[config.mk]
export PLATFORM = sky130hd
export DESIGN_NAME = lru_key_value_cache
export DESIGN_NICKNAME = d
export VERILOG_FILES = /design/src/lkv_pkg.sv /design/src/lkv_store.sv /design/src/lkv_recency.sv /design/src/lru_key_value_cache.sv
export VERILOG_INCLUDE_DIRS = /design/src /design/src/src
export SDC_FILE = /design/constraint.sdc
export NUM_CORES = 2
export LEC_CHECK = 0
export BUFFER_PORTS_ARGS = -buffer_cell sky130_fd_sc_hd__buf_4
export CORE_MARGIN = 5
export CORE_UTILIZATION = 60
export CTS_CLUSTER_DIAMETER = 30
export DETAILED_ROUTE_END_ITERATION = 7
export PLACE_DENSITY = 0.77
export SETUP_SLACK_MARGIN = 0.3
export SLEW_MARGIN = 20
export SYNTH_ARGS = -nofsm -noshare
export SYNTH_HDL_FRONTEND = slang
export SYNTH_SLANG_ARGS = --single-unit
[constraint.sdc]
create_clock -name clock -period 11.4 [get_ports clock]
set_clock_uncertainty 0.05 [all_clocks]
set_input_delay 2.28 -clock clock [delete_from_list [all_inputs] [get_ports clock]]
set_output_delay 2.28 -clock clock [all_outputs]
set_load 0.02 [all_outputs]
[src/lru_key_value_cache_defines.svh]
// Assertion macros for the LRU key-value cache.
// Used by the top level only; expects signals named clock and reset in scope.
`ifndef LRU_KEY_VALUE_CACHE_DEFINES_SVH
`define LRU_KEY_VALUE_CACHE_DEFINES_SVH

// Same-cycle implication, disabled during reset
`define LKV_ASSERT_IMP(label, ante, cons) \
   label: assert property (@(posedge clock) disable iff (reset) (ante) |-> (cons)) \
      else $error("lkv: same-cycle check failed");

// Next-cycle implication, disabled during reset
`define LKV_ASSERT_NXT(label, ante, cons) \
   label: assert property (@(posedge clock) disable iff (reset) (ante) |=> (cons)) \
      else $error("lkv: next-cycle check failed");

`endif

[src/lkv_pkg.sv]
// Shared types and constants for the LRU key-value cache.
// No dependencies; used by lkv_store, lkv_recency and lru_key_value_cache.
package lkv_pkg;

   localparam int ENTRIES = 16;
   localparam int IDX_W   = (ENTRIES > 1) ? $clog2(ENTRIES) : 1;
   localparam int RANK_W  = IDX_W;
   localparam int CNT_W   = $clog2(ENTRIES + 1);
   localparam int CAP_W   = 5;
   localparam int EC_W    = (CNT_W > CAP_W) ? CNT_W : CAP_W;
   localparam int KEY_W   = 32;
   localparam int VAL_W   = 32;

   localparam logic [CAP_W-1:0] CAP_RESET = CAP_W'(16);
   localparam logic [VAL_W-1:0] MISS_VALUE = '1;

   localparam logic OP_GET = 1'b0;
   localparam logic OP_PUT = 1'b1;

   typedef struct packed {
      logic                    opcode;
      logic signed [KEY_W-1:0] lookup_key;
      logic signed [VAL_W-1:0] store_value;
   } req_type;

   typedef struct packed {
      logic                    found;
      logic signed [VAL_W-1:0] read_value;
      logic                    evicted;
      logic signed [KEY_W-1:0] evicted_key;
   } rsp_type;

   // Recency update command: promote slot, optionally making it valid
   typedef struct packed {
      logic             en;
      logic             insert;
      logic [IDX_W-1:0] slot;
      logic [CNT_W-1:0] thr;
   } rank_cmd_type;

   // Key/value store write port
   typedef struct packed {
      logic             en;
      logic [IDX_W-1:0] addr;
      logic [KEY_W-1:0] key;
      logic [VAL_W-1:0] value;
   } store_wr_type;

endpackage

[src/lkv_store.sv]
// Key and value memories of the cache: one write port, one registered read port.
// Depends on lkv_pkg.
module lkv_store (
   input  logic                      clock,
   input  lkv_pkg::store_wr_type     wr,
   input  logic [lkv_pkg::IDX_W-1:0] rd_addr,
   output logic [lkv_pkg::KEY_W-1:0] rd_key_ff,
   output logic [lkv_pkg::VAL_W-1:0] rd_value_ff
);

   logic [lkv_pkg::KEY_W-1:0] key_mem [lkv_pkg::ENTRIES];
   logic [lkv_pkg::VAL_W-1:0] val_mem [lkv_pkg::ENTRIES];

   // Write port
   always_ff @(posedge clock) begin
      if (wr.en) begin
         key_mem[wr.addr] <= wr.key;
         val_mem[wr.addr] <= wr.value;
      end
   end

   // Registered read port
   always_ff @(posedge clock) begin
      rd_key_ff   <= key_mem[rd_addr];
      rd_value_ff <= val_mem[rd_addr];
   end

endmodule

[src/lkv_recency.sv]
// Per-entry valid bits and recency ranks (0 = most recent) of the cache.
// Depends on lkv_pkg.
module lkv_recency (
   input  logic                       clock,
   input  logic                       reset,
   input  lkv_pkg::rank_cmd_type      cmd,
   input  logic [lkv_pkg::IDX_W-1:0]  rd_idx,
   output logic                       rd_valid,
   output logic [lkv_pkg::RANK_W-1:0] rd_rank
);

   logic [lkv_pkg::ENTRIES-1:0] valid_ff, valid_in;
   logic [lkv_pkg::RANK_W-1:0]  rank_ff [lkv_pkg::ENTRIES];
   logic [lkv_pkg::RANK_W-1:0]  rank_in [lkv_pkg::ENTRIES];

   // Promote: target goes to rank 0, valid entries more recent than it age by one
   always_comb begin
      for (int i = 0; i < lkv_pkg::ENTRIES; i++) begin
         valid_in[i] = valid_ff[i];
         rank_in[i]  = rank_ff[i];
         if (cmd.en) begin
            if (cmd.slot == lkv_pkg::IDX_W'(i)) begin
               rank_in[i] = '0;
               if (cmd.insert) begin
                  valid_in[i] = 1'b1;
               end
            end else if (valid_ff[i] && (lkv_pkg::CNT_W'(rank_ff[i]) < cmd.thr)) begin
               rank_in[i] = rank_ff[i] + 1'b1;
            end
         end
      end
   end

   always_ff @(posedge clock) begin
      if (reset) begin
         valid_ff <= '0;
         for (int i = 0; i < lkv_pkg::ENTRIES; i++) begin
            rank_ff[i] <= '0;
         end
      end else begin
         valid_ff <= valid_in;
         for (int i = 0; i < lkv_pkg::ENTRIES; i++) begin
            rank_ff[i] <= rank_in[i];
         end
      end
   end

   // Read port for the scan
   assign rd_valid = valid_ff[rd_idx];
   assign rd_rank  = rank_ff[rd_idx];

endmodule

[src/lru_key_value_cache.sv]
// Fully associative key-value cache with least-recently-used replacement. One
// transaction (get or put) is handled at a time: after acceptance a single key
// comparator walks the ENTRIES slots, one per cycle through the store's one read
// port, then a drain state empties the read pipeline and an update state writes
// the store, the recency ranks and the response register. The update waits until
// the previous response has been taken, and a new transaction is accepted only
// back in idle. The capacity register (reset 16, 0 acts as 1, values above the
// entry count act as the entry count) may only be written while the cache is
// idle. All entries are invalid after reset.
`include "lru_key_value_cache_defines.svh"

module lru_key_value_cache (
   input  logic                          clock,
   input  logic                          reset,
   input  logic                          req_valid,
   output logic                          req_ready,
   input  lkv_pkg::req_type              req_payload,
   output logic                          rsp_valid,
   input  logic                          rsp_ready,
   output lkv_pkg::rsp_type              rsp_payload,
   input  logic                          csr_write_enable,
   input  logic [lkv_pkg::CAP_W-1:0]     csr_write_data
);

   typedef enum logic [1:0] {
      ST_IDLE,
      ST_SCAN,
      ST_DRAIN,
      ST_UPDATE
   } state_type;

   state_type                  state_ff, state_in;
   lkv_pkg::req_type           req_ff, req_in;
   lkv_pkg::rsp_type           rsp_ff, rsp_in;
   logic                       rsp_valid_ff, rsp_valid_in;
   logic [lkv_pkg::CAP_W-1:0]  cap_ff, cap_in;

   logic [lkv_pkg::IDX_W-1:0]  scan_idx_ff, scan_idx_in;
   logic [lkv_pkg::IDX_W-1:0]  cmp_idx_ff, cmp_idx_in;
   logic                       cmp_live_ff, cmp_live_in;

   logic                       found_ff, found_in;
   logic [lkv_pkg::IDX_W-1:0]  hit_ff, hit_in;
   logic [lkv_pkg::RANK_W-1:0] hit_rank_ff, hit_rank_in;
   logic [lkv_pkg::VAL_W-1:0]  hit_val_ff, hit_val_in;
   logic [lkv_pkg::IDX_W-1:0]  lru_ff, lru_in;
   logic [lkv_pkg::RANK_W-1:0] max_rank_ff, max_rank_in;
   logic [lkv_pkg::KEY_W-1:0]  lru_key_ff, lru_key_in;
   logic [lkv_pkg::CNT_W-1:0]  count_ff, count_in;
   logic                       have_free_ff, have_free_in;
   logic [lkv_pkg::IDX_W-1:0]  free_ff, free_in;

   logic [lkv_pkg::KEY_W-1:0]  rd_key;
   logic [lkv_pkg::VAL_W-1:0]  rd_value;
   logic                       rd_valid;
   logic [lkv_pkg::RANK_W-1:0] rd_rank;
   logic [lkv_pkg::IDX_W-1:0]  rd_addr;

   lkv_pkg::store_wr_type      store_wr;
   lkv_pkg::rank_cmd_type      rank_cmd;

   logic [lkv_pkg::EC_W-1:0]   eff_cap;
   logic                       is_put;
   logic                       do_evict;
   logic                       out_free;

   lkv_store u_store (
      .clock       (clock),
      .wr          (store_wr),
      .rd_addr     (rd_addr),
      .rd_key_ff   (rd_key),
      .rd_value_ff (rd_value)
   );

   lkv_recency u_recency (
      .clock    (clock),
      .reset    (reset),
      .cmd      (rank_cmd),
      .rd_idx   (cmp_idx_ff),
      .rd_valid (rd_valid),
      .rd_rank  (rd_rank)
   );

   assign req_ready   = (state_ff == ST_IDLE);
   assign rsp_valid   = rsp_valid_ff;
   assign rsp_payload = rsp_ff;
   assign rd_addr     = scan_idx_ff;
   assign out_free    = !rsp_valid_ff || rsp_ready;

   // Effective capacity, clamped to 1..ENTRIES
   always_comb begin
      if (cap_ff == '0) begin
         eff_cap = lkv_pkg::EC_W'(1);
      end else if (lkv_pkg::EC_W'(cap_ff) > lkv_pkg::EC_W'(lkv_pkg::ENTRIES)) begin
         eff_cap = lkv_pkg::EC_W'(lkv_pkg::ENTRIES);
      end else begin
         eff_cap = lkv_pkg::EC_W'(cap_ff);
      end
   end

   assign is_put   = (req_ff.opcode == lkv_pkg::OP_PUT);
   assign do_evict = is_put && !found_ff &&
                     ((lkv_pkg::EC_W'(count_ff) >= eff_cap) || !have_free_ff);

   // Sequencer, compare unit and update
   always_comb begin
      state_in     = state_ff;
      req_in       = req_ff;
      rsp_in       = rsp_ff;
      rsp_valid_in = rsp_valid_ff;
      cap_in       = csr_write_enable ? csr_write_data : cap_ff;
      scan_idx_in  = scan_idx_ff;
      cmp_idx_in   = scan_idx_ff;
      cmp_live_in  = (state_ff == ST_SCAN);
      found_in     = found_ff;
      hit_in       = hit_ff;
      hit_rank_in  = hit_rank_ff;
      hit_val_in   = hit_val_ff;
      lru_in       = lru_ff;
      max_rank_in  = max_rank_ff;
      lru_key_in   = lru_key_ff;
      count_in     = count_ff;
      have_free_in = have_free_ff;
      free_in      = free_ff;
      store_wr     = '0;
      rank_cmd     = '0;

      if (rsp_valid_ff && rsp_ready) begin
         rsp_valid_in = 1'b0;
      end

      // Compare one slot per cycle, in the cycle after its read was issued
      if (cmp_live_ff) begin
         if (rd_valid) begin
            count_in = count_ff + 1'b1;
            if (!found_ff && (rd_key == req_ff.lookup_key)) begin
               found_in    = 1'b1;
               hit_in      = cmp_idx_ff;
               hit_rank_in = rd_rank;
               hit_val_in  = rd_value;
            end
            if (rd_rank >= max_rank_ff) begin
               max_rank_in = rd_rank;
               lru_in      = cmp_idx_ff;
               lru_key_in  = rd_key;
            end
         end else if (!have_free_ff) begin
            have_free_in = 1'b1;
            free_in      = cmp_idx_ff;
         end
      end

      case (state_ff)
         ST_IDLE: begin
            if (req_valid) begin
               req_in       = req_payload;
               scan_idx_in  = '0;
               found_in     = 1'b0;
               hit_in       = '0;
               hit_rank_in  = '0;
               lru_in       = '0;
               max_rank_in  = '0;
               count_in     = '0;
               have_free_in = 1'b0;
               free_in      = '0;
               state_in     = ST_SCAN;
            end
         end
         ST_SCAN: begin
            if (scan_idx_ff == lkv_pkg::IDX_W'(lkv_pkg::ENTRIES - 1)) begin
               state_in = ST_DRAIN;
            end else begin
               scan_idx_in = scan_idx_ff + 1'b1;
            end
         end
         ST_DRAIN: begin
            state_in = ST_UPDATE;
         end
         ST_UPDATE: begin
            if (out_free) begin
               rsp_valid_in       = 1'b1;
               rsp_in.found       = found_ff;
               rsp_in.evicted     = do_evict;
               rsp_in.evicted_key = do_evict ? lru_key_ff : '0;
               state_in           = ST_IDLE;
               if (!is_put) begin
                  // Get: hit promotes, miss changes nothing
                  rsp_in.read_value = found_ff ? hit_val_ff : lkv_pkg::MISS_VALUE;
                  rank_cmd.en       = found_ff;
                  rank_cmd.slot     = hit_ff;
                  rank_cmd.thr      = lkv_pkg::CNT_W'(hit_rank_ff);
               end else begin
                  rsp_in.read_value = req_ff.store_value;
                  store_wr.en       = 1'b1;
                  store_wr.key      = req_ff.lookup_key;
                  store_wr.value    = req_ff.store_value;
                  rank_cmd.en       = 1'b1;
                  if (found_ff) begin
                     store_wr.addr = hit_ff;
                     rank_cmd.slot = hit_ff;
                     rank_cmd.thr  = lkv_pkg::CNT_W'(hit_rank_ff);
                  end else if (do_evict) begin
                     store_wr.addr = lru_ff;
                     rank_cmd.slot = lru_ff;
                     rank_cmd.thr  = lkv_pkg::CNT_W'(max_rank_ff);
                  end else begin
                     store_wr.addr   = free_ff;
                     rank_cmd.slot   = free_ff;
                     rank_cmd.insert = 1'b1;
                     rank_cmd.thr    = count_ff;
                  end
               end
            end
         end
         default: begin
            state_in = ST_IDLE;
         end
      endcase
   end

   // State, control and payload registers
   always_ff @(posedge clock) begin
      req_ff       <= req_in;
      rsp_ff       <= rsp_in;
      scan_idx_ff  <= scan_idx_in;
      cmp_idx_ff   <= cmp_idx_in;
      found_ff     <= found_in;
      hit_ff       <= hit_in;
      hit_rank_ff  <= hit_rank_in;
      hit_val_ff   <= hit_val_in;
      lru_ff       <= lru_in;
      max_rank_ff  <= max_rank_in;
      lru_key_ff   <= lru_key_in;
      count_ff     <= count_in;
      have_free_ff <= have_free_in;
      free_ff      <= free_in;
      if (reset) begin
         state_ff     <= ST_IDLE;
         rsp_valid_ff <= 1'b0;
         cmp_live_ff  <= 1'b0;
         cap_ff       <= lkv_pkg::CAP_RESET;
      end else begin
         state_ff     <= state_in;
         rsp_valid_ff <= rsp_valid_in;
         cmp_live_ff  <= cmp_live_in;
         cap_ff       <= cap_in;
      end
   end

   // A hit never evicts
   `LKV_ASSERT_IMP(a_hit_no_evict, rsp_valid_ff, !(rsp_ff.found && rsp_ff.evicted))
   // Evicted key is zero unless an eviction is reported
   `LKV_ASSERT_IMP(a_evkey_zero, rsp_valid_ff && !rsp_ff.evicted, rsp_ff.evicted_key == '0)
   // An accepted transaction starts the slot scan at the first entry
   `LKV_ASSERT_NXT(a_scan_start, req_valid && req_ready,
                   (state_ff == ST_SCAN) && (scan_idx_ff == '0))

endmodule
==> results by group <==
Die
  – IO Pins: 143
  – Core Rows: 110
  – DIE WIDTH: 312 um
  – Die Y: 312 um
  – Die area: 97500 um^2
  – Initial Util: 60.6%
  – Core area: 90400 um^2

Routing
  – Routed WL per cell: 30.9 um
  – First DRT Iteration DRCs: 3929
  – Drt first pass iters: 5
  – Via density: 6.59
  – Routed Wire Length: 139000 um
  – Vias: 29800
  – DRC viols: 0
  – Routed Antenna Nets: 0

Cells and area
  – Final non-filler cell total: 4518
  – Share of cells above drive strength 1: 30.1%
  – Fill count: 4900
  – N_diodes: 0
  – Synth-to-Final Area Change: 20.2%
  – Nets@finish: 3287

Yosys
  – Top cell type's share of synthesized area: 67.0%
  – Mux share of post-synthesis cell area: 14.8%
  – Post-synthesis sequential area ratio: 73.7%
  – Synth area leaders: edfxtp_1 67%, mux4_2 14%, dfxtp_1 6.7%
  – Primary FF master, synth: edfxtp_1
  – Xor/xnor share of the synthesized area: 0.958%
  – Synth unique cells: 72
  – Post-synth ARST share: 0%
  – Syn_nets: 2989
  – Post-synthesis average cell area: 19.3 um^2
  – FF+latch count, synth: 1407
  – Top post-synthesis cells by count: 1223 x edfxtp_1, 344 x mux4_2, 184 x dfxtp_1
  – Compound-Gate Fraction of Synth Area: 3.49%
  – Post-Synth Adder-Cell Area: 1.80%
  – Dominant cell type by area after synthesis: edfxtp_1
  – Largest family of logic cells by synthesized area: multiplexers
  – Post-synthesis simple-gate area fraction: 3.88%
  – Synthesized area: 54800 um^2
  – Cells after synthesis: 2835
  – EDFF count, synth: 1223
  – Most common cell in the netlist: edfxtp_1
  – Synth warn: 0

Setup path
  – Stages on the worst setup path: 9
  – CP endpoint kind: register
  – R2r startpoint: is_put$_DFFE_PP_
  – CP Launch Type: primary input
  – CP peak stage delay: 840 ps
  – Crit-path leading delay family: simple AND/OR/NAND/NOR gates
  – WP data arrival: 5800 ps
  – WP buf/inv: 4
  – Crit-path cells: buf_4 > nand2b_1 > nand2_1 > clkinv_2 > nand2_2 > buf_4 > or3_1 > nor2_4 > buf_4
  – Worst reg-to-reg path cell count: 11
  – Worst Path Required: 11740 ps
  – Critical Path Fanout Max: 46
  – Most used cell, CP: buf_4
  – Crit path capture: u_store.val_mem[7][10]$_DFFE_PP_
  – Setup crit start: rsp_ready
  – Slowest-stage cell, CP: buf_4
  – R2r setup slk: 5950 ps
  – Worst r2r dst: u_store.val_mem[5][11]$_DFFE_PP_
  – CP Class: primary input to register

Global routing
  – Largest net degree at the start of global routing: 111
  – Global-route wire length before repair: 207000 um
  – Gr usage total: 28.7%
  – Global route overflow: 0
  – Antenna violations before repair: 2
  – Vias in the first global route: 31400

Placed design
  – Hpwl dp: 70500 um
  – Cell count after placement: 4076
  – Gpl congestion: 0.884
  – Port bufs: 142

Hold path
  – Hold Crit Start: u_store.rd_value_ff[14]$_DFF_P_
  – Min-Delay Path Class: register to register

STA
  – Max Clk Rate: 183 MHz
  – Final setup fails: 0
  – Final Hold Viols: 0
  – Tcrit/Tclk final: 47.8%
  – Slew Limit Fails: 0
  – RSZ-0062 raised after global routing: false
  – Slew at the pin closest to its max-slew limit: 1190 ps
  – Max-slew headroom: 20.6%
  – Fin crit period: 5450 ps
  – Final setup TNS: 0 ps

Clock tree
  – CTS root buf: clkbuf_16
  – Clock Latency Late Sink: 830 ps
  – Post CTS Setup Buffer Count: 0
  – CTS buffer count: 231
  – Post-CTS resize count: 0
  – H-tree levels: 4
  – Post-cts hold buffer count: 0
  – Reg clk slew, reported paths: 50 ps
  – Clk buf depth: 3
  – Clock Sinks: 1407
  – CTS tree: built

Power
  – Pwr dens: 248 nW/um^2
  – VDD IR-drop max: 255 uV
  – Pleak: 21.4 nW

Flow run
  – # Max-Cap Violations: 0

Status
  – Outcome: completed
area by class of cell:
type                            count  area, um^2  area share [%]
Clock buffer                      262        6030            9.15
Clock inverter                    180        2410            3.66
Tap cell                         1176        1470            2.23
Timing Repair Buffer              194        1490            2.25
Inverter                           65         245           0.372
Sequential cell                  1407       40400            61.3
Multi-Input combinational cell   1234       13800            21.0
worst min-delay path by stage:
stage	slack, ps	endpoint	cells after the start
detailed placement	340	hit_val_ff[14]$_DFFE_PP_	0
global placement	340	hit_val_ff[31]$_DFFE_PP_	0
floorplan	300	cmp_idx_ff[2]$_DFF_P_	0
finish	350	hit_val_ff[14]$_DFFE_PP_	0
CTS	350	hit_val_ff[14]$_DFFE_PP_	0
global route	360	hit_val_ff[29]$_DFFE_PP_	0
metal layers:
metal | vias up | routed length (um) | track usage, %
li1 | 12100 | - | -
met5 | - | 13 | 0
met1 | 15400 | 50300 | 37.3
met4 | 2 | 4820 | 10.4
met2 | 1878 | 72400 | 49.3
met3 | 316 | 11900 | 5.48
per-stage QoR:
step | total power, mW | area (um^2) | worst slack [ps] | hold WS, ps | utilization, %
after CTS | 16.4 | 65900 | 5980 | 350 | 72.8
after global routing | 16.8 | 65900 | 5790 | 357 | 72.9
final | 16.3 | 65900 | 5950 | 349 | 72.9
after floorplan | 8.14 | 54800 | 1170 | 296 | -
after detailed placement | 8.96 | 57400 | 5240 | 339 | 63.5
after global placement | 8.91 | 57400 | 5340 | 336 | 63.5
sequential cells by signal (all words and copies together) (netlist names), 5 cells and up:
name                 cells
hit_val_ff              32
u_recency.valid_ff      16
u_store.val_mem        512
u_store.rd_value_ff     32
count_ff                 5
u_store.key_mem        512
u_store.rd_key_ff       32
u_recency.rank_ff       64
lru_key_ff              32
cap_ff                   5
req_ff                  64
rsp_payload             66
cells by family (layout without fill, tap and decap cells):
group / after synthesis / count (layout)
flip-flops: 1407 / 1407
buffers and inverters: 194 / 701
multiplexers: 380 / 380
adder cells (fa/ha/maj): 79 / 79
AND/OR/NAND/NOR: 427 / 427
XOR/XNOR: 60 / 60
AO/OA/AOI/OAI: 288 / 288
power breakdown:
group | total (mW) | switching, mW | internal (mW)
Combinational | 2.83 | 1.50 | 1.32
Sequential | 6.10 | 0.167 | 5.94
Clock | 7.39 | 2.71 | 4.69
placed cells by master, fill, tap and decap left out, types with 16 or more instances in the layout:
cell type,synthesis,routed
edfxtp_1,1223,1223
mux4_2,344,344
clkbuf_16,0,232
buf_4,0,191
dfxtp_1,184,184
nor2_1,171,153
a21oi_1,103,103
ha_1,79,79
and2_1,70,69
inv_1,63,63
nand2_1,53,52
o21ai_0,49,49
xnor2_1,35,35
bufinv_16,0,35
or3_1,33,33
inv_6,0,32
mux2i_1,30,30
clkinvlp_4,0,30
clkinv_2,0,27
clkinv_4,0,27
xor2_1,25,25
nand3_1,21,21
clkbuf_1,88,19
a31oi_1,18,18
o211ai_1,16,16
Power figures use the tool's default switching activity.
